File: config.mk
export PLATFORM = sky130hd
export DESIGN_NAME = pcg32_bounded_random
export DESIGN_NICKNAME = d
export VERILOG_FILES = /design/src/hdl/pcgb_pkg.sv /design/src/hdl/pcg32_bounded_random.sv /design/src/hdl/pcgb_mul.sv /design/src/hdl/pcgb_mod.sv
export SDC_FILE = /design/constraint.sdc
export NUM_CORES = 2
export LEC_CHECK = 0
export ABC_AREA = 1
export BUFFER_PORTS_ARGS = -buffer_cell sky130_fd_sc_hd__buf_2
export CAP_MARGIN = 30
export CORE_ASPECT_RATIO = 0.75
export CORE_UTILIZATION = 30
export CTS_BUF_LIST = sky130_fd_sc_hd__clkbuf_8 sky130_fd_sc_hd__clkbuf_16
export DETAILED_ROUTE_END_ITERATION = 6
export HOLD_SLACK_MARGIN = 0.15
export PLACE_DENSITY_LB_ADDON = 0.08
export SYNTH_ARGS = -nofsm -noshare
export SYNTH_HDL_FRONTEND = slang
export SYNTH_SLANG_ARGS = --single-unit
File: constraint.sdc
create_clock -name i_clk -period 8.05 [get_ports i_clk]
set_clock_uncertainty 0.1 [all_clocks]
set_input_delay 1.61 -clock i_clk [delete_from_list [all_inputs] [get_ports i_clk]]
set_output_delay 1.61 -clock i_clk [all_outputs]
set_load 0.01 [all_outputs]
File: src/hdl/pcgb_pkg.sv
// ----------------------------------------------------------------------------
// pcgb_pkg
// Shared types, constants and the output permutation of the bounded
// random generator.
// ----------------------------------------------------------------------------
package pcgb_pkg;

    // lcg multiplier, split into halves for the shared 32x32 multiplier
    localparam logic [63:0] PCG_MULT    = 64'h5851_F42D_4C95_7F2D;
    localparam logic [31:0] PCG_MULT_LO = PCG_MULT[31:0];
    localparam logic [31:0] PCG_MULT_HI = PCG_MULT[63:32];

    // xorshift and rotate amounts of the output permutation
    localparam int XSH_SHIFT  = 18;
    localparam int XSH_OFFSET = 27;
    localparam int ROT_OFFSET = 59;

    // item modes
    localparam logic [1:0] MODE_RESEED  = 2'd0;
    localparam logic [1:0] MODE_RAW     = 2'd1;
    localparam logic [1:0] MODE_BOUNDED = 2'd2;

    // sequencer states
    typedef enum logic [3:0] {
        S_IDLE,
        S_LL,
        S_LH,
        S_HL,
        S_UPD,
        S_SEED,
        S_BMUL,
        S_BCHK,
        S_MOD,
        S_THR,
        S_PUSH
    } t_state;

    // handshake between sequencer and remainder unit
    typedef struct packed {
        logic        start;
        logic [31:0] divisor;
    } t_mod_req;

    typedef struct packed {
        logic        done;
        logic [31:0] rem;
    } t_mod_rsp;

    // xorshift-high then random rotate of the old state
    function automatic logic [31:0] pcg_output(input logic [63:0] s);
        logic [63:0] x;
        logic [31:0] mixed;
        logic [4:0]  rot;
        logic [63:0] dbl;
        x     = (s >> XSH_SHIFT) ^ s;
        mixed = x[XSH_OFFSET +: 32];
        rot   = s[ROT_OFFSET +: 5];
        dbl   = {mixed, mixed} >> rot;
        return dbl[31:0];
    endfunction

endpackage

File: src/hdl/pcg32_bounded_random.sv
// Raw draws, reseeds and bounded draws are handled one item at a time; a bounded
// draw needs the rejection threshold only when the low product word is under the
// range, and a rejected product starts a redraw. Each lcg step uses the shared
// 32x32 multiplier for three partial products; the threshold comes from the remainder unit.
// Reset (synchronous, active low) gives state 0, increment 1, seed 0.
// ----------------------------------------------------------------------------
// pcg32_bounded_random
// PCG32 generator with reseed, raw draws and unbiased bounded draws, built
// around one shared multiplier and a bit-serial remainder unit.
// ----------------------------------------------------------------------------
module pcg32_bounded_random (
    input  logic        i_clk,
    input  logic        i_rst_n,
    // configuration write
    input  logic        i_cfg_valid,
    output logic        o_cfg_ready,
    input  logic [63:0] i_cfg_data,
    // input items
    input  logic        i_in_valid,
    output logic        o_in_stall,
    input  logic [1:0]  i_mode,
    input  logic [63:0] i_stream_select,
    input  logic [31:0] i_range_bound,
    // results
    output logic        o_out_valid,
    input  logic        i_out_stall,
    output logic [31:0] o_random_value
);
    import pcgb_pkg::*;

    t_state      r_st, n_st;
    logic [63:0] r_state, n_state;
    logic [63:0] r_inc, n_inc;
    logic [63:0] r_seed;
    logic [63:0] r_acc, n_acc;
    logic [1:0]  r_mode, n_mode;
    logic        r_phase, n_phase;
    logic        r_have_thr, n_have_thr;
    logic [31:0] r_thr, n_thr;
    logic [31:0] r_range, n_range;
    logic [31:0] r_draw, n_draw;
    logic [31:0] r_low, n_low;
    logic [31:0] r_res, n_res;
    logic        r_out_valid, n_out_valid;
    logic [31:0] r_out_val, n_out_val;

    logic [31:0] mul_a, mul_b;
    logic [63:0] mul_prod;
    t_mod_req    mod_req;
    t_mod_rsp    mod_rsp;
    logic        in_xfer;
    logic        out_xfer;

    assign in_xfer  = i_in_valid && !o_in_stall;
    assign out_xfer = r_out_valid && !i_out_stall;

    // shared multiplier
    pcgb_mul u_mul (
        .i_clk  (i_clk),
        .i_a    (mul_a),
        .i_b    (mul_b),
        .o_prod (mul_prod)
    );

    // rejection threshold unit
    pcgb_mod u_mod (
        .i_clk   (i_clk),
        .i_rst_n (i_rst_n),
        .i_req   (mod_req),
        .o_rsp   (mod_rsp)
    );

    // sequencer: next state and datapath updates
    always_comb begin
        n_st        = r_st;
        n_state     = r_state;
        n_inc       = r_inc;
        n_acc       = r_acc;
        n_mode      = r_mode;
        n_phase     = r_phase;
        n_have_thr  = r_have_thr;
        n_thr       = r_thr;
        n_range     = r_range;
        n_draw      = r_draw;
        n_low       = r_low;
        n_res       = r_res;
        n_out_valid = r_out_valid && !out_xfer;
        n_out_val   = r_out_val;
        mul_a       = r_state[31:0];
        mul_b       = PCG_MULT_LO;
        mod_req.start   = 1'b0;
        mod_req.divisor = r_range;

        unique case (r_st)
            S_IDLE: begin
                if (in_xfer) begin
                    n_mode     = i_mode;
                    n_range    = i_range_bound;
                    n_have_thr = 1'b0;
                    n_phase    = 1'b0;
                    if (i_mode == MODE_RESEED) begin
                        n_state = 64'd0;
                        n_inc   = {i_stream_select[62:0], 1'b1};
                        n_st    = S_LL;
                    end else if (i_mode == MODE_RAW || i_mode == MODE_BOUNDED) begin
                        n_st = S_LL;
                    end
                end
            end
            // low x low partial product; output word from the old state
            S_LL: begin
                mul_a  = r_state[31:0];
                mul_b  = PCG_MULT_LO;
                n_draw = pcg_output(r_state);
                n_st   = S_LH;
            end
            S_LH: begin
                mul_a = r_state[31:0];
                mul_b = PCG_MULT_HI;
                n_acc = mul_prod + r_inc;
                n_st  = S_HL;
            end
            S_HL: begin
                mul_a = r_state[63:32];
                mul_b = PCG_MULT_LO;
                n_acc = {r_acc[63:32] + mul_prod[31:0], r_acc[31:0]};
                n_st  = S_UPD;
            end
            // fold in the last cross term and dispatch on mode
            S_UPD: begin
                n_state = {r_acc[63:32] + mul_prod[31:0], r_acc[31:0]};
                if (r_mode == MODE_RESEED) begin
                    n_st = r_phase ? S_IDLE : S_SEED;
                end else if (r_mode == MODE_RAW) begin
                    n_res = r_draw;
                    n_st  = S_PUSH;
                end else begin
                    n_st = S_BMUL;
                end
            end
            S_SEED: begin
                n_state = r_state + r_seed;
                n_phase = 1'b1;
                n_st    = S_LL;
            end
            // draw times range
            S_BMUL: begin
                mul_a = r_draw;
                mul_b = r_range;
                n_st  = S_BCHK;
            end
            S_BCHK: begin
                n_res = mul_prod[63:32];
                n_low = mul_prod[31:0];
                if (mul_prod[31:0] >= r_range) begin
                    n_st = S_PUSH;
                end else if (r_have_thr) begin
                    n_st = (mul_prod[31:0] < r_thr) ? S_LL : S_PUSH;
                end else begin
                    mod_req.start = 1'b1;
                    n_st          = S_MOD;
                end
            end
            S_MOD: begin
                if (mod_rsp.done) begin
                    n_st = S_THR;
                end
            end
            S_THR: begin
                n_thr      = mod_rsp.rem;
                n_have_thr = 1'b1;
                n_st       = (r_low < mod_rsp.rem) ? S_LL : S_PUSH;
            end
            // wait for a free output register
            S_PUSH: begin
                if (!r_out_valid || out_xfer) begin
                    n_out_valid = 1'b1;
                    n_out_val   = r_res;
                    n_st        = S_IDLE;
                end
            end
            default: begin
                n_st = S_IDLE;
            end
        endcase
    end

    // control and generator state
    always_ff @(posedge i_clk) begin
        if (!i_rst_n) begin
            r_st        <= S_IDLE;
            r_state     <= 64'd0;
            r_inc       <= 64'd1;
            r_seed      <= 64'd0;
            r_out_valid <= 1'b0;
            r_mode      <= MODE_RAW;
            r_phase     <= 1'b0;
            r_have_thr  <= 1'b0;
        end else begin
            r_st        <= n_st;
            r_state     <= n_state;
            r_inc       <= n_inc;
            r_out_valid <= n_out_valid;
            r_mode      <= n_mode;
            r_phase     <= n_phase;
            r_have_thr  <= n_have_thr;
            if (i_cfg_valid && o_cfg_ready) begin
                r_seed <= i_cfg_data;
            end
        end
    end

    // payload registers
    always_ff @(posedge i_clk) begin
        r_acc     <= n_acc;
        r_thr     <= n_thr;
        r_range   <= n_range;
        r_draw    <= n_draw;
        r_low     <= n_low;
        r_res     <= n_res;
        r_out_val <= n_out_val;
    end

    assign o_cfg_ready    = 1'b1;
    assign o_in_stall     = (r_st != S_IDLE);
    assign o_out_valid    = r_out_valid;
    assign o_random_value = r_out_val;

endmodule

File: src/hdl/pcgb_mul.sv
// ----------------------------------------------------------------------------
// pcgb_mul
// Shared 32x32 unsigned multiplier with a registered 64-bit product.
// ----------------------------------------------------------------------------
module pcgb_mul (
    input  logic        i_clk,
    input  logic [31:0] i_a,
    input  logic [31:0] i_b,
    output logic [63:0] o_prod
);
    logic [63:0] r_prod;

    // product is registered and available in the cycle after the operands
    always_ff @(posedge i_clk) begin
        r_prod <= 64'(i_a) * 64'(i_b);
    end

    assign o_prod = r_prod;

endmodule

File: src/hdl/pcgb_mod.sv
// ----------------------------------------------------------------------------
// pcgb_mod
// Bit-serial remainder unit: computes (2^32 - d) mod d, one quotient bit
// per cycle.
// ----------------------------------------------------------------------------
module pcgb_mod (
    input  logic             i_clk,
    input  logic             i_rst_n,
    input  pcgb_pkg::t_mod_req i_req,
    output pcgb_pkg::t_mod_rsp o_rsp
);
    import pcgb_pkg::*;

    logic        r_busy, n_busy;
    logic        r_done, n_done;
    logic [4:0]  r_cnt, n_cnt;
    logic [31:0] r_dvd, n_dvd;
    logic [31:0] r_div, n_div;
    logic [31:0] r_rem, n_rem;
    logic [32:0] trial;

    // one restoring-division step
    always_comb begin
        n_busy = r_busy;
        n_done = 1'b0;
        n_cnt  = r_cnt;
        n_dvd  = r_dvd;
        n_div  = r_div;
        n_rem  = r_rem;
        trial  = {r_rem, r_dvd[31]};
        if (i_req.start) begin
            n_busy = 1'b1;
            n_cnt  = 5'd0;
            n_dvd  = (~i_req.divisor) + 32'd1;
            n_div  = i_req.divisor;
            n_rem  = 32'd0;
        end else if (r_busy) begin
            if (trial >= {1'b0, r_div}) begin
                n_rem = 32'(trial - {1'b0, r_div});
            end else begin
                n_rem = trial[31:0];
            end
            n_dvd = {r_dvd[30:0], 1'b0};
            n_cnt = r_cnt + 5'd1;
            if (r_cnt == 5'd31) begin
                n_busy = 1'b0;
                n_done = 1'b1;
            end
        end
    end

    // control registers
    always_ff @(posedge i_clk) begin
        if (!i_rst_n) begin
            r_busy <= 1'b0;
            r_done <= 1'b0;
            r_cnt  <= 5'd0;
        end else begin
            r_busy <= n_busy;
            r_done <= n_done;
            r_cnt  <= n_cnt;
        end
    end

    // datapath registers
    always_ff @(posedge i_clk) begin
        r_dvd <= n_dvd;
        r_div <= n_div;
        r_rem <= n_rem;
    end

    assign o_rsp.done = r_done;
    assign o_rsp.rem  = r_rem;

endmodule

======== Word level (Yosys, flattened, before mapping) ========
Cells that the tools add are included.
storage, ports and cells
  bits of input ports ..................... 167
  output and inout port bits .............. 35
  register bits after elaboration ......... 623
cells by class
  magnitude comparators ................... 4
  multiplexer cells ....................... 37
  bitwise operators ....................... 5
  add/subtract/negate cells ............... 6
  equality and inequality tests ........... 21
  reductions and logical operators ........ 30
  multiply operators ...................... 1
  shift-type cells ........................ 1
operator list
  kind                                                 count
  one-hot mux 32 bit (2 select lines)                  3
  one-hot mux 64 bit (3 select lines)                  1
  two-way mux 32 bit                                   5
  adder 64 bit                                         2
  two-way mux 64 bit                                   2
  one-hot mux 64 bit (2 select lines)                  1
  less-than comparator 32 bit                          2
  multiplier 32 x 32 -> 64 bit                         1
  right shift 64 x 5 -> 32 bit                         1
  bitwise XOR 46 x 59 -> 59 bit                        1
  two-way mux 4 bit                                    11
  one-hot mux 4 bit (11 select lines)                  1
  greater-or-equal comparator 33 x 32 -> 1 bit         1
  adder 32 x 1 -> 32 bit, second input constant        1
  adder 32 bit                                         1
  greater-or-equal comparator 32 bit                   1
  inverter 32 bit                                      1
  subtractor 32 bit                                    1
  equality test 4 x 3 -> 1 bit, second input constant  4
  equality test 4 bit, second input constant           3
  two-way mux 1 bit                                    10
  != test 2 bit, second input constant                 5
  AND reduction 2 bit                                  5
  nonzero test 2 bit                                   5
  other kinds (22)                                     36

======== Longest topological paths before layout ========
  depth in word-level cells ............... 6
  mapped depth ............................ 39

======== Hierarchy ========
A second synthesis with hierarchy kept.
second synthesis, totals
  cell total of the unflattened synthesis .. 10768
  area, all modules ....................... 77481.8 µm²
modules (own cells, without submodules)
  module                area an instance (µm²)  cells each  instances
  pcgb_mul              37344.6                 5019        1
  pcg32_bounded_random  32642.6                 4636        1
  pcgb_mod              7494.7                  1113        1

======== Least setup slack after synthesis ========
No wires, ideal clock.
  kind .................................... reg-to-reg
  start ................................... register r_st[2]
  end ..................................... register u_mul.r_prod[56], in the netlist u_mul.o_prod[56]
  arrival time ............................ 7020 ps
  path slack .............................. 818 ps
  buffers on the path ..................... 4
  stages on the path, launching flop included .. 34
  data required time ...................... 7837 ps
  path through ............................ dfxtp_1 > buf_6 > inv_2 > nor2_4 > inv_2 > nor2_4 > inv_4 > buf_6 > buf_6 > nor2_4 > buf_2 > nor2_1 > fa_1 > inv_1 > fa_1 > fa_1 > fa_1 > inv_1 > fa_1 > inv_1 > fa_1 > inv_1 > fa_1 > fa_1 > ha_1 > nand2_1 > nor2_1 > inv_1 > nor2_1 > inv_1 > o21ai_0 > nand4_1 > nand4_1 > nand2_1
between the ends
  longest elaborated chain between the ends .. 3
ends and longest elaborated chain
  what                                                                          line                         RTL
  start: declaration                                                            pcg32_bounded_random.sv:31   t_state r_st, n_st;
  start signal: assignment                                                      pcg32_bounded_random.sv:200  r_st <= n_st;
  equality test 4 x 3 -> 1 bit or equality test 4 x 2 -> 1 bit (tied branches)  pcg32_bounded_random.sv:94   unique case (r_st)
  one-hot mux 32 bit (2 select lines)                                           pcg32_bounded_random.sv:94
  multiplier 32 x 32 -> 64 bit *                                                pcgb_mul.sv:15               r_prod <= 64'(i_a) * 64'(i_b);
  end signal: assignment                                                        pcgb_mul.sv:15
  end: declaration                                                              pcgb_mul.sv:11               logic [63:0] r_prod;
Mark *: on every way between the ends. The rest lies on a longest branch, timed or not.
A chain may end at the register's enable or synchronous reset.

======== Worst setup path in the final report ========
  start ................................... register r_st[2]
  end ..................................... register u_mul.r_prod[63], in the netlist u_mul.o_prod[63]
Same word-level chain as after synthesis.

==> flow_metrics.env <==
export IMPL_status="finished with violations"
export IMPL_violations="setup timing"
export IMPL_dpl_cell_area_mm2=0.0841
export IMPL_path_common_cell="fa_1"
export IMPL_syn_nets=11100
export IMPL_hold_viol=0
export IMPL_grt_usage=0.273
export IMPL_slew_headroom=0.242
export IMPL_critPathBufInv=14
export IMPL_crit_arrival_ns=8.62
export IMPL_synth_edf_count=320
export IMPL_crit_path_start_kind="register"
export IMPL_dieArea_mm2=0.246
export IMPL_drc=0
export IMPL_clk_pin_slew_ns=0.06
export IMPL_seq_area_frac_synth=0.214
export IMPL_worst_pin_slew_ns=1.12
export IMPL_cts_sinks=623
export IMPL_power_per_cell_area_mw_per_mm2=205
export IMPL_finalWirelength_mm=340
export IMPL_synthesis_instances=9479
export IMPL_die_height_um=429
export IMPL_cts_buffers=70
export IMPL_drv_cap=0
export IMPL_start_util=0.302
export IMPL_synth_ff_type="edfxtp_1"
export IMPL_p_total_mw=18.3
export IMPL_finalWeightedCongestion=0.966
export IMPL_ir_drop_v=0.000174
export IMPL_max_stage_delay_ns=0.59
export IMPL_wl_per_cell_um=25.0
export IMPL_crit_family="adder cells"
export IMPL_finalWorstSetupSlack_ns=-0.0641
export IMPL_final_layout_size_suffix_gt1_frac=0.156
export IMPL_slew_violations=0
export IMPL_clockBufferDepth=3
export IMPL_final_cell_mix="1,853 x nand2_1, 1,640 x inv_1, 1,338 x nor2_1, 863 x fa_1, 663 x buf_4"
export IMPL_max_freq_mhz=123
export IMPL_core_area_mm2=0.242
export IMPL_syn_area_mm2=0.0731
export IMPL_port_buffers=199
export IMPL_antenna_found_initial=28
export IMPL_grt_start_max_net_pins=96
export IMPL_min_path_type="register to register"
export IMPL_ys_types=60
export IMPL_dp_cells=13400
export IMPL_grt_pass1_wl_mm=480
export IMPL_drt_initial_drc_count=6506
export IMPL_ys_warn_count=0
export IMPL_grt_pass1_vias=65400
export IMPL_avgSynthCellArea_um2=7.71
export IMPL_p_leak_nw=43.0
export IMPL_fill_cells=25800
export IMPL_slowest_stage="fa_2"
export IMPL_crit_path_max_fanout=6
export IMPL_rsz0062_at_grt="yes"
export IMPL_setup_viol=5
export IMPL_tritoncts="built"
export IMPL_die_x_um=572
export IMPL_h_tree_depth=3
export IMPL_cts_root_buf="clkbuf_16"
export IMPL_worstSetupPathType="register to register"
export IMPL_ctsHoldBuffers=0
export IMPL_layout_worst_path_cycle_share=1.01
export IMPL_ys_seq_elements=623
export IMPL_fin_area_mm2=0.0890
export IMPL_overflow=0
export IMPL_ant_nets=0
export IMPL_vias=67400
export IMPL_period_needed_ns=8.11
export IMPL_drt_pass1_iter_count=7
export IMPL_required_ns=8.55
export IMPL_layout_nets=11900
export IMPL_area_growth_pct=21.8
export IMPL_clk_latency_ns=0.70
export IMPL_row_count=156
export IMPL_dp_hpwl_mm=290
export IMPL_vias_per_cell=4.96
export IMPL_ios=202
export IMPL_postSynth_asyncResetShare=0
export IMPL_cp_end_kind="register"
export IMPL_instances_no_fill=13600
export IMPL_layout_commonest_cell="nand2_1"
-- routing by layer --
layer	track usage	wire [um]	vias up
li1	-	-	31400
met1	0.437	173000	33500
met2	0.382	135000	2269
met3	0.0472	26200	221
met4	0.0418	6410	8
met5	0	54	-
-- through the flow --
stage / setup TNS (ns) / worst slack, ns / util / hold WS [ns]
finish: -0.157 / -0.0641 / 0.368 / 0.313
global route: -5.21 / -0.317 / 0.368 / 0.317
CTS: -0.256 / -0.0588 / 0.363 / 0.312
detailed placement: -12.20 / -0.544 / 0.348 / 0.306
global placement: -11.56 / -0.521 / 0.348 / 0.305
floorplan: 0 / 0.818 / - / 0.300
-- registers in the layout, summed over array words and instances, names as in the netlist, 4 cells and up --
| name | count |
|---|---|
| r_low | 32 |
| r_range | 32 |
| r_state | 64 |
| u_mul.o_prod | 64 |
| r_acc | 64 |
| r_res | 32 |
| r_draw | 32 |
| r_seed | 64 |
| u_mod.r_cnt | 5 |
| r_st | 4 |
| r_inc | 63 |
| r_thr | 32 |
| o_random_value | 32 |
| u_mod.r_rem | 32 |
| u_mod.r_dvd | 32 |
| u_mod.r_div | 32 |
-- logic make-up (layout without fill, tap and decap cells) --
logic type | Yosys count | after routing | share of synthesized area
AOI/OAI and AO/OA | 1342 | 1342 | 0.101
buffers and inverters | 2003 | 2872 | 0.107
adders and majority gates | 1448 | 1448 | 0.340
muxes | 37 | 37 | 0.00507
and+or+nand+nor | 3890 | 3890 | 0.216
DFF | 623 | 623 | 0.214
xor gates and xnor gates | 135 | 135 | 0.0162
other | 1 | 9 | 0.0000513
-- area by class of cell --
cell class	count	area [um^2]	area share
clock buffer	73	1800	0.0203
multi-input combinational	6853	51200	0.576
inverter	1703	6460	0.0726
clock inverter	57	586	0.00658
antenna	8	20.0	0.000225
tap	3239	4050	0.0455
sequential	623	15700	0.176
timing repair buffer	1039	9150	0.103
-- path summary, 6_finish.rpt --
check                            start  cells after the start  slack, ns                      endpoint
setup / recovery  r_st[2]$_SDFFE_PN0P_                     35      -0.06      u_mul.o_prod[63]$_DFF_P_
hold / removal     r_res[18]$_DFFE_PP_                      0       0.31  o_random_value[18]$_DFFE_PP_
setup reg to reg  r_st[2]$_SDFFE_PN0P_                     35      -0.06      u_mul.o_prod[63]$_DFF_P_
hold reg to reg    r_res[18]$_DFFE_PP_                      0       0.31  o_random_value[18]$_DFFE_PP_
-- cell usage after synthesis, drive strengths merged, types with 21 or more instances --
cell | number | area share
nand3 | 335 | 0.023
edfxtp | 320 | 0.13
mux2i | 37 | 0.0051
or2 | 32 | 0.0027
inv | 1697 | 0.087
xnor2 | 42 | 0.0050
nand3b | 24 | 0.0025
a31oi | 76 | 0.0065
nor2 | 1435 | 0.076
o21bai | 41 | 0.0042
xor2 | 93 | 0.011
o22ai | 26 | 0.0022
nor3 | 70 | 0.0050
ha | 548 | 0.094
o21ai | 601 | 0.041
buf | 187 | 0.014
dfxtp | 303 | 0.083
fa | 900 | 0.25
clkbuf | 113 | 0.0058
a21oi | 497 | 0.036
nand4 | 65 | 0.0056
nor4 | 21 | 0.0018
a21o | 33 | 0.0034
nand2 | 1893 | 0.098
-- worst register-to-register path, delay by kind of cell, from the launching register on --
| kind | cells | cell delay, ns |
|---|---|---|
| xor+xnor | 1 | 0.18 |
| buf+inv | 14 | 1.70 |
| fa+ha+maj | 9 | 4.39 |
| flops | 1 | 0.34 |
| simple gates | 9 | 1.03 |
| compound gates | 2 | 0.28 |
-- power breakdown --
group / internal [mW] / switching, mW / leakage (nW)
combinational: 3.81 / 6.40 / 36.3
sequential: 3.99 / 0.625 / 5.43
clock: 1.87 / 1.59 / 1.21
total: 9.67 / 8.62 / 43.0
-- timing repair --
| item | in CTS | in global routing |
|---|---|---|
| gates cloned | 2 | 4 |
| pin swaps | 39 | 73 |
| setup buffers | 22 | 33 |
| endpoints found under the setup margin | 42 | 45 |
| resized for setup | 213 | 255 |
Power figures use the tool's default switching activity.
